===== src/design/plf_pkg.sv =====
// Shared constants and controller/datapath interface types for the PWM fade controller.
// Self-contained: this package depends on nothing else.
package plf_pkg;

    // Duty resolution and the fixed widths of the transaction fields.
    localparam int DUTY_BITS    = 8;
    localparam int DUTY_MAX     = (1 << DUTY_BITS) - 1;
    localparam int TIME_BITS    = 16;
    localparam int PCT_BITS     = 8;
    localparam int PCT_C_BITS   = 7;
    localparam int PERCENT_FULL = 100;

    // Opcode of the operation field.
    localparam logic OP_TICK = 1'b0;
    localparam logic OP_SET  = 1'b1;

    // Percent to duty scaling: (pct * DUTY_MAX) / 100 via a reciprocal multiply.
    localparam int SCALED_BITS     = PCT_C_BITS + DUTY_BITS;
    localparam int RECIP_SHIFT     = 24;
    localparam int RECIP_BITS      = 18;
    localparam int RECIP_MUL       = ((1 << RECIP_SHIFT) + PERCENT_FULL - 1) / PERCENT_FULL;
    localparam int RECIP_PROD_BITS = SCALED_BITS + RECIP_BITS;

    // Line-point division: numerator is span * elapsed, plus a rounding term on a downward fade.
    localparam int NUM_BITS = DUTY_BITS + TIME_BITS;
    localparam int CNT_BITS = (DUTY_BITS > 1) ? $clog2(DUTY_BITS) : 1;

    // Commands from the controller to the datapath.
    typedef struct packed {
        logic load_in;
        logic scale;
        logic recip;
        logic apply_set;
        logic tick_inc;
        logic tick_end;
        logic mult;
        logic div_init;
        logic div_step;
        logic div_end;
        logic load_out;
    } t_plf_cmd;

    // Status from the datapath to the controller.
    typedef struct packed {
        logic fading;
        logic fade_end;
    } t_plf_status;

endpackage


===== src/design/plf_dpath.sv =====
// Datapath of the PWM fade controller: fade state, scaling multipliers and serial divider.
// Depends on plf_pkg for widths, constants and the command/status structs.
module plf_dpath (
    input  logic                           i_clk,
    input  logic                           i_rst_n,
    input  plf_pkg::t_plf_cmd              i_cmd,
    output plf_pkg::t_plf_status           o_sts,
    input  logic                           i_operation,
    input  logic [plf_pkg::PCT_BITS-1:0]   i_target_percent,
    input  logic [plf_pkg::TIME_BITS-1:0]  i_fade_time_ms,
    output logic [7:0]                     o_duty_out,
    output logic                           o_fade_active
);

    // Architectural fade state.
    logic [plf_pkg::DUTY_BITS-1:0]       r_cur, r_start, r_target;
    logic [plf_pkg::TIME_BITS-1:0]       r_len, r_elapsed;
    logic                                r_fading;

    // Working registers for one transaction.
    logic [plf_pkg::PCT_C_BITS-1:0]      r_pct;
    logic [plf_pkg::TIME_BITS-1:0]       r_ftime;
    logic [plf_pkg::SCALED_BITS-1:0]     r_scaled;
    logic [plf_pkg::DUTY_BITS-1:0]       r_new_duty;
    logic [plf_pkg::NUM_BITS-1:0]        r_prod;
    logic [plf_pkg::DUTY_BITS-1:0]       r_span;
    logic                                r_down;
    logic [plf_pkg::TIME_BITS-1:0]       r_rem;
    logic [plf_pkg::DUTY_BITS-1:0]       r_shift;
    logic [plf_pkg::DUTY_BITS-1:0]       r_out_duty;
    logic                                r_out_fade;

    logic [plf_pkg::PCT_C_BITS-1:0]      n_pct;
    logic [plf_pkg::SCALED_BITS-1:0]     n_scaled;
    logic [plf_pkg::RECIP_PROD_BITS-1:0] n_recip;
    logic                                n_down;
    logic [plf_pkg::DUTY_BITS-1:0]       n_span;
    logic [plf_pkg::NUM_BITS-1:0]        n_prod;
    logic [plf_pkg::NUM_BITS-1:0]        n_num;
    logic [plf_pkg::TIME_BITS:0]         n_trial;
    logic                                n_ge;
    logic [plf_pkg::TIME_BITS-1:0]       n_rem;
    logic [plf_pkg::DUTY_BITS-1:0]       n_shift;
    logic [plf_pkg::DUTY_BITS-1:0]       n_q;
    logic [plf_pkg::DUTY_BITS-1:0]       n_point;

    // Percent clamp and the two scaling products.
    always_comb begin
        if (i_target_percent > plf_pkg::PCT_BITS'(plf_pkg::PERCENT_FULL)) begin
            n_pct = plf_pkg::PCT_C_BITS'(plf_pkg::PERCENT_FULL);
        end else begin
            n_pct = i_target_percent[plf_pkg::PCT_C_BITS-1:0];
        end
        n_scaled = plf_pkg::SCALED_BITS'(r_pct) * plf_pkg::SCALED_BITS'(plf_pkg::DUTY_MAX);
        n_recip  = plf_pkg::RECIP_PROD_BITS'(r_scaled)
                 * plf_pkg::RECIP_PROD_BITS'(plf_pkg::RECIP_MUL);
    end

    // Span of the fade and the span-times-elapsed product.
    always_comb begin
        n_down = (r_target < r_start);
        n_span = n_down ? (r_start - r_target) : (r_target - r_start);
        n_prod = plf_pkg::NUM_BITS'(n_span) * plf_pkg::NUM_BITS'(r_elapsed);
    end

    // Division numerator; a downward fade rounds the step magnitude up.
    always_comb begin
        if (r_down) begin
            n_num = r_prod + plf_pkg::NUM_BITS'(r_len) - plf_pkg::NUM_BITS'(1);
        end else begin
            n_num = r_prod;
        end
    end

    // One restoring division step; quotient bits shift in behind the numerator bits.
    always_comb begin
        n_trial = {r_rem, r_shift[plf_pkg::DUTY_BITS-1]};
        n_ge    = (n_trial >= {1'b0, r_len});
        if (n_ge) begin
            n_rem = plf_pkg::TIME_BITS'(n_trial - {1'b0, r_len});
        end else begin
            n_rem = n_trial[plf_pkg::TIME_BITS-1:0];
        end
        n_shift = (r_shift << 1) | plf_pkg::DUTY_BITS'(n_ge);
    end

    // New point on the line once the quotient is complete.
    always_comb begin
        n_q = r_shift;
        if (r_down) begin
            if (n_q > r_start) begin
                n_q = r_start;
            end
            n_point = r_start - n_q;
        end else begin
            n_point = r_start + n_q;
        end
    end

    // Fade state, which reset clears.
    always_ff @(posedge i_clk) begin
        if (!i_rst_n) begin
            r_cur     <= '0;
            r_start   <= '0;
            r_target  <= '0;
            r_len     <= '0;
            r_elapsed <= '0;
            r_fading  <= 1'b0;
        end else begin
            if (i_cmd.apply_set && (r_new_duty != r_cur)) begin
                r_start   <= r_cur;
                r_target  <= r_new_duty;
                r_len     <= r_ftime;
                r_elapsed <= '0;
                r_fading  <= 1'b1;
            end
            if (i_cmd.tick_inc && (r_elapsed != '1)) begin
                r_elapsed <= r_elapsed + plf_pkg::TIME_BITS'(1);
            end
            if (i_cmd.tick_end) begin
                r_cur    <= r_target;
                r_fading <= 1'b0;
            end
            if (i_cmd.div_end) begin
                r_cur <= n_point;
            end
        end
    end

    // Working and output payload registers.
    always_ff @(posedge i_clk) begin
        if (i_cmd.load_in) begin
            r_pct   <= n_pct;
            r_ftime <= i_fade_time_ms;
        end
        if (i_cmd.scale) begin
            r_scaled <= n_scaled;
        end
        if (i_cmd.recip) begin
            r_new_duty <= n_recip[plf_pkg::RECIP_SHIFT +: plf_pkg::DUTY_BITS];
        end
        if (i_cmd.mult) begin
            r_prod <= n_prod;
            r_span <= n_span;
            r_down <= n_down;
        end
        if (i_cmd.div_init) begin
            r_rem   <= n_num[plf_pkg::NUM_BITS-1:plf_pkg::DUTY_BITS];
            r_shift <= n_num[plf_pkg::DUTY_BITS-1:0];
        end else if (i_cmd.div_step) begin
            r_rem   <= n_rem;
            r_shift <= n_shift;
        end
        if (i_cmd.load_out) begin
            r_out_duty <= r_cur;
            r_out_fade <= r_fading;
        end
    end

    assign o_sts.fading   = r_fading;
    assign o_sts.fade_end = (r_elapsed >= r_len);
    assign o_duty_out     = 8'(r_out_duty);
    assign o_fade_active  = r_out_fade;

    // The operation bit is decoded by the controller; keep the latched copy for checking.
    logic r_op;
    always_ff @(posedge i_clk) begin
        if (i_cmd.load_in) begin
            r_op <= i_operation;
        end
    end

`ifndef NO_ASSERTIONS
    // Set handling only follows a set transaction.
    a_set_op: assert property (@(posedge i_clk) disable iff (!i_rst_n)
        i_cmd.apply_set |-> (r_op == plf_pkg::OP_SET))
        else $error("set applied for a tick transaction");

    // The line step never exceeds the span of the fade.
    a_q_span: assert property (@(posedge i_clk) disable iff (!i_rst_n)
        i_cmd.div_end |-> (r_shift <= r_span))
        else $error("fade step exceeds the span");

    // Ending a fade lands exactly on the target.
    a_fade_end: assert property (@(posedge i_clk) disable iff (!i_rst_n)
        i_cmd.tick_end |=> (r_cur == r_target) && !r_fading)
        else $error("fade end did not reach the target");
`endif

endmodule


===== src/design/plf_ctrl.sv =====
// Controller of the PWM fade controller: sequences set and tick transactions.
// Depends on plf_pkg for the command/status structs and counter width.
module plf_ctrl (
    input  logic                  i_clk,
    input  logic                  i_rst_n,
    input  logic                  i_valid,
    output logic                  o_ready,
    input  logic                  i_operation,
    output logic                  o_valid,
    input  logic                  i_ready,
    input  plf_pkg::t_plf_status  i_sts,
    output plf_pkg::t_plf_cmd     o_cmd
);

    typedef enum logic [3:0] {
        S_IDLE,
        S_SCALE,
        S_RECIP,
        S_APPLY,
        S_TICK,
        S_CHECK,
        S_DIVINIT,
        S_DIV,
        S_FINISH,
        S_DONE
    } t_state;

    t_state                       r_state, n_state;
    logic [plf_pkg::CNT_BITS-1:0] r_count;
    logic                         r_out_valid;
    logic                         w_last;

    assign w_last  = (r_count == plf_pkg::CNT_BITS'(plf_pkg::DUTY_BITS - 1));
    assign o_ready = (r_state == S_IDLE);
    assign o_valid = r_out_valid;

    // Next state and datapath commands.
    always_comb begin
        n_state = r_state;
        o_cmd   = '0;
        unique case (r_state)
            S_IDLE: begin
                if (i_valid) begin
                    o_cmd.load_in = 1'b1;
                    n_state = (i_operation == plf_pkg::OP_SET) ? S_SCALE : S_TICK;
                end
            end
            S_SCALE: begin
                o_cmd.scale = 1'b1;
                n_state = S_RECIP;
            end
            S_RECIP: begin
                o_cmd.recip = 1'b1;
                n_state = S_APPLY;
            end
            S_APPLY: begin
                o_cmd.apply_set = 1'b1;
                n_state = S_DONE;
            end
            S_TICK: begin
                if (i_sts.fading) begin
                    o_cmd.tick_inc = 1'b1;
                    n_state = S_CHECK;
                end else begin
                    n_state = S_DONE;
                end
            end
            S_CHECK: begin
                if (i_sts.fade_end) begin
                    o_cmd.tick_end = 1'b1;
                    n_state = S_DONE;
                end else begin
                    o_cmd.mult = 1'b1;
                    n_state = S_DIVINIT;
                end
            end
            S_DIVINIT: begin
                o_cmd.div_init = 1'b1;
                n_state = S_DIV;
            end
            S_DIV: begin
                o_cmd.div_step = 1'b1;
                if (w_last) begin
                    n_state = S_FINISH;
                end
            end
            S_FINISH: begin
                o_cmd.div_end = 1'b1;
                n_state = S_DONE;
            end
            S_DONE: begin
                if (!r_out_valid || i_ready) begin
                    o_cmd.load_out = 1'b1;
                    n_state = S_IDLE;
                end
            end
            default: begin
                n_state = S_IDLE;
            end
        endcase
    end

    // State, step counter and output valid.
    always_ff @(posedge i_clk) begin
        if (!i_rst_n) begin
            r_state     <= S_IDLE;
            r_count     <= '0;
            r_out_valid <= 1'b0;
        end else begin
            r_state <= n_state;
            if (o_cmd.div_init) begin
                r_count <= '0;
            end else if (o_cmd.div_step) begin
                r_count <= r_count + plf_pkg::CNT_BITS'(1);
            end
            if (o_cmd.load_out) begin
                r_out_valid <= 1'b1;
            end else if (i_ready) begin
                r_out_valid <= 1'b0;
            end
        end
    end

`ifndef NO_ASSERTIONS
    // An accepted transaction always leaves the idle state.
    a_leave_idle: assert property (@(posedge i_clk) disable iff (!i_rst_n)
        (r_state == S_IDLE && i_valid) |=> (r_state != S_IDLE))
        else $error("accepted transaction not started");

    // Handing over a result raises valid and frees the input side.
    a_handover: assert property (@(posedge i_clk) disable iff (!i_rst_n)
        o_cmd.load_out |=> (r_out_valid && r_state == S_IDLE))
        else $error("result hand-over failed");

    // The division counter stays within one step per quotient bit.
    a_count: assert property (@(posedge i_clk) disable iff (!i_rst_n)
        (r_state == S_DIV) |-> (r_count <= plf_pkg::CNT_BITS'(plf_pkg::DUTY_BITS - 1)))
        else $error("division step counter overran");
`endif

endmodule


===== src/design/pwm_linear_fade_controller.sv =====
// Top level of the PWM linear fade controller: joins the controller and the datapath.
// Depends on plf_pkg, plf_ctrl and plf_dpath.
//
//   Channel  Handshake              Payload
//   input    i_valid / o_ready      i_operation, i_target_percent, i_fade_time_ms
//   output   o_valid / i_ready      o_duty_out, o_fade_active
//
// A set transaction runs through clamp, scale multiply, reciprocal multiply and apply.
// A tick during a fade runs through the serial divider, which retires one quotient
// bit per cycle; a tick that ends a fade or comes outside a fade skips the divider.
// Reset is synchronous and active low; it clears the duty, the fade state and valid.
// A new transaction is taken while a result waits in the output register; the block
// only holds in its final step if that register is still full.
module pwm_linear_fade_controller (
    input  logic        i_clk,
    input  logic        i_rst_n,
    input  logic        i_valid,
    output logic        o_ready,
    input  logic        i_operation,
    input  logic [7:0]  i_target_percent,
    input  logic [15:0] i_fade_time_ms,
    output logic        o_valid,
    input  logic        i_ready,
    output logic [7:0]  o_duty_out,
    output logic        o_fade_active
);

    plf_pkg::t_plf_cmd    w_cmd;
    plf_pkg::t_plf_status w_sts;

    // Sequencer.
    plf_ctrl u_ctrl (
        .i_clk       (i_clk),
        .i_rst_n     (i_rst_n),
        .i_valid     (i_valid),
        .o_ready     (o_ready),
        .i_operation (i_operation),
        .o_valid     (o_valid),
        .i_ready     (i_ready),
        .i_sts       (w_sts),
        .o_cmd       (w_cmd)
    );

    // Fade state and arithmetic.
    plf_dpath u_dpath (
        .i_clk            (i_clk),
        .i_rst_n          (i_rst_n),
        .i_cmd            (w_cmd),
        .o_sts            (w_sts),
        .i_operation      (i_operation),
        .i_target_percent (i_target_percent),
        .i_fade_time_ms   (i_fade_time_ms),
        .o_duty_out       (o_duty_out),
        .o_fade_active    (o_fade_active)
    );

endmodule


===== config.mk =====
export PLATFORM = sky130hd
export DESIGN_NAME = pwm_linear_fade_controller
export DESIGN_NICKNAME = d
export VERILOG_FILES = /design/src/design/plf_pkg.sv /design/src/design/plf_dpath.sv /design/src/design/plf_ctrl.sv /design/src/design/pwm_linear_fade_controller.sv
export SDC_FILE = /design/constraint.sdc
export NUM_CORES = 1
export LEC_CHECK = 0
export CAP_MARGIN = 20
export CORE_MARGIN = 4
export CORE_UTILIZATION = 62
export DETAILED_ROUTE_END_ITERATION = 8
export DONT_BUFFER_PORTS = 1
export GPL_ROUTABILITY_DRIVEN = 0
export GPL_TIMING_DRIVEN = 1
export PLACE_DENSITY = 0.74
export SLEW_MARGIN = 10
export SYNTH_ARGS = -nofsm -noshare
export SYNTH_HDL_FRONTEND = slang
export SYNTH_SLANG_ARGS = --single-unit

===== constraint.sdc =====
create_clock -name i_clk -period 14.65 [get_ports i_clk]
set_clock_uncertainty 0.05 [all_clocks]
set_input_delay 0.7325 -clock i_clk [delete_from_list [all_inputs] [get_ports i_clk]]
set_output_delay 0.7325 -clock i_clk [all_outputs]
set_load 0.02 [all_outputs]

==> impl_metrics.py <==
metrics = {
    "yosys": {
        "avgSynthCellArea_um2": 9.25,
        "async_flop_share_pct": 0,
        "yosysSeqAreaShare_pct": 22.1,
        "synth_fp_nets": 2699,
        "synthFlopType": "edfxtp_1",
        "ys_types": 68,
        "syn_area_mm2": 0.0200,
        "yosysWarnings": 0,
        "synth_edf_count": 104,
        "syn_inst": 2164,
        "synth_seq_cells": 169,
    },
    "timing": {
        "setup_viol": 0,
        "drv_slew": 0,
        "final.min_clock_period_ns": 8.54,
        "final-hold-violation-count": 0,
        "rsz0062_at_grt": "false",
        "max_slew_margin_pct": 25.5,
        "setup_tns_ns": 0,
        "worst_slew_pin_slew_ns": 1.12,
        "fin_crit_sh_pct": 58.3,
        "max_freq_mhz": 117,
    },
    "route": {
        "dr.pass1.iters": 5,
        "drc_errors": 0,
        "antenna_left": 0,
        "first_iter_violations": 1081,
        "vias_per_cell": 5.82,
        "via_count": 14900,
        "drt-total-wl_um": 47200,
        "drt-wirelength-per-cell_um": 18.4,
    },
    "cts": {
        "clockBufferDepth": 2,
        "hold_buffers": 0,
        "clk_pin_slew_worst_paths_ns": 0.07,
        "cts_made_buffers": 17,
        "cts_tree": "built",
        "postCtsResizedCells": 0,
        "clkLatencyLatePin_ns": 0.44,
        "cts-htree-levels": 4,
        "cts-root-buf": "clkbuf_16",
        "post_cts_buffers": 0,
        "cts_num_sinks": 169,
    },
    "worst_setup_path": {
        "critPathLaunchType": "flip-flop",
        "worstPathRequired_ns": 14.76,
        "worstRegToRegCells": 28,
        "path_common_cell": "fa_1",
        "worstPathMaxFanout": 15,
        "end_kind": "flip-flop",
        "critPathSlowestCell": "nor2_2",
        "arrival_ns": 8.64,
        "worst-setup-path-type": "reg2reg",
        "cp_slowest_stage_delay_ns": 0.54,
    },
    "outcome": {
        "status": "finished, final reports clean",
    },
    "layout": {
        "syn2layout_area_growth_pct": 5.29,
        "nFillCells": 2537,
        "final_nets": 2680,
        "drive_gt1_share_pct": 3.52,
    },
    "worst_hold_path": {
        "whs_path_depth": 0,
        "hold_path.class": "in2reg",
    },
    "floorplanning": {
        "dieHeight_um": 188,
        "die_w_um": 188,
        "die-area_mm2": 0.0352,
        "core_mm2": 0.0317,
        "io_pins": 40,
        "num_rows": 65,
        "start_util_pct": 63.1,
    },
    "global_routing": {
        "grt_usage_pct": 27.4,
        "grt_pass1_wl_um": 78000,
        "antenna_found_initial": 0,
        "grt_overflow": 0,
        "grt_max_degree": 56,
        "grt_pass1_vias": 15100,
    },
    "placement": {
        "dp.final_hpwl_um": 37700,
        "portBuffers": 0,
    },
    "job": {
        "cap_viol_max_count": 0,
    },
}
[critical path, delay by kind of cell, from the launching register on]
family                   cells  cell delay [ns]
AND/OR/NAND/NOR              5             1.71
flip-flops                   1             0.34
buffers and inverters        4             0.23
AO/OA/AOI/OAI               10             2.52
XOR/XNOR                     1             0.13
multiplexers                 1             0.41
adder cells (fa/ha/maj)      7             2.85
[logic make-up (layout without fill, tap and decap cells)]
family	after synthesis	in the layout	synth area share, %
other	0	1	0
DFF	169	169	22.1
xor gates and xnor gates	93	93	4.07
muxes	20	20	1.04
buffers and inverters	442	436	8.40
and+or+nand+nor	559	559	13.7
adders and majority gates	506	506	39.1
AOI/OAI and AO/OA	375	375	11.6
[per-layer routing]
| metal | part of all wire, % | GRT usage, % | vias up |
|---|---|---|---|
| met5 | 0 | 0 | - |
| met4 | 2.1 | 6.44 | 0 |
| met3 | 6.3 | 4.41 | 75 |
| met2 | 46 | 44.4 | 512 |
| met1 | 46 | 39.1 | 7227 |
| li1 | - | - | 7088 |
[stage by stage]
stage	instances	worst slack [ns]	utilization (%)	hold WS, ns	area [µm²]
6_report	2561	6.11	66.5	0.338	21100
4_1_cts	2556	5.69	66.3	0.327	21000
2_1_floorplan	2164	7.16	-	0.386	20000
3_5_place_dp	2524	5.73	64.4	0.396	20400
5_1_grt	2560	5.58	66.5	0.312	21100
3_3_place_gp	2522	6.08	64.4	0.392	20400
[cell usage in the layout, fill, tap and decap left out, types with 19 or more instances in the layout]
master,netlist,layout
xnor2_1,62,62
nand3_1,22,22
a21o_1,37,37
fa_1,199,199
o21ai_0,82,82
dfxtp_1,65,65
inv_1,382,382
clkbuf_16,0,19
nor2_1,119,119
a21oi_1,137,137
nor2b_1,42,42
ha_1,307,307
nor3_1,25,24
nand2_1,174,174
edfxtp_1,104,104
and2_1,88,88
xor2_1,31,31
[sequential cells by signal, summed over array words and instances, names as in the netlist, 15 cells and up]
| name | flops |
|---|---|
| u_dpath.r_len | 16 |
| u_dpath.r_scaled | 15 |
| u_dpath.r_elapsed | 16 |
| u_dpath.r_rem | 16 |
| u_dpath.r_prod | 24 |
| u_dpath.r_ftime | 16 |
[Yosys cell counts (all sizes together), types with 7 or more instances]
cell type,number,area [µm²]
a21oi,137,686
nand4,13,81.3
nor3,25,125
inv,383,1440
a211oi,18,140
ha,307,3840
nor2,120,453
nand3,22,110
and3,18,115
or2,7,43.8
edfxtp,104,3120
o211ai,7,52.6
a21o,37,278
a31oi,12,75.1
fa,199,3980
clkbuf,54,203
xnor2,62,543
nand2,174,653
a22oi,10,75.1
o21bai,11,82.6
dfxtp,65,1300
o21ai,82,410
nor2b,42,263
and2,95,604
nand2b,15,93.8
xor2,31,272
mux2i,16,160
o21a,15,113
[cell type report]
class / count / area (µm²) / area share [%]
repair buffers: 20 / 180 / 0.855
multi-input cells: 1553 / 13900 / 66.1
well taps: 402 / 503 / 2.39
clock buffers: 26 / 532 / 2.52
inverters: 384 / 1440 / 6.84
diodes: 1 / 2.50 / 0.0119
flip-flops and latches: 169 / 4420 / 21.0
clock inverters: 6 / 61.3 / 0.291
[worst paths after layout]
kind / start / to / slack [ns]
max: u_dpath.r_target[0]$_SDFFE_PN0P_ / u_dpath.r_prod[22]$_DFFE_PP_ / 6.11
min: i_fade_time_ms[6] / u_dpath.r_ftime[6]$_DFFE_PP_ / 0.34
max reg2reg: u_dpath.r_target[0]$_SDFFE_PN0P_ / u_dpath.r_prod[22]$_DFFE_PP_ / 6.11
min reg2reg: u_dpath.r_len[6]$_SDFFE_PN0P_ / u_dpath.r_len[6]$_SDFFE_PN0P_ / 0.41
Power is not shown: default switching activity piles up to over one toggle a cycle in this logic, so the estimate is an artifact.
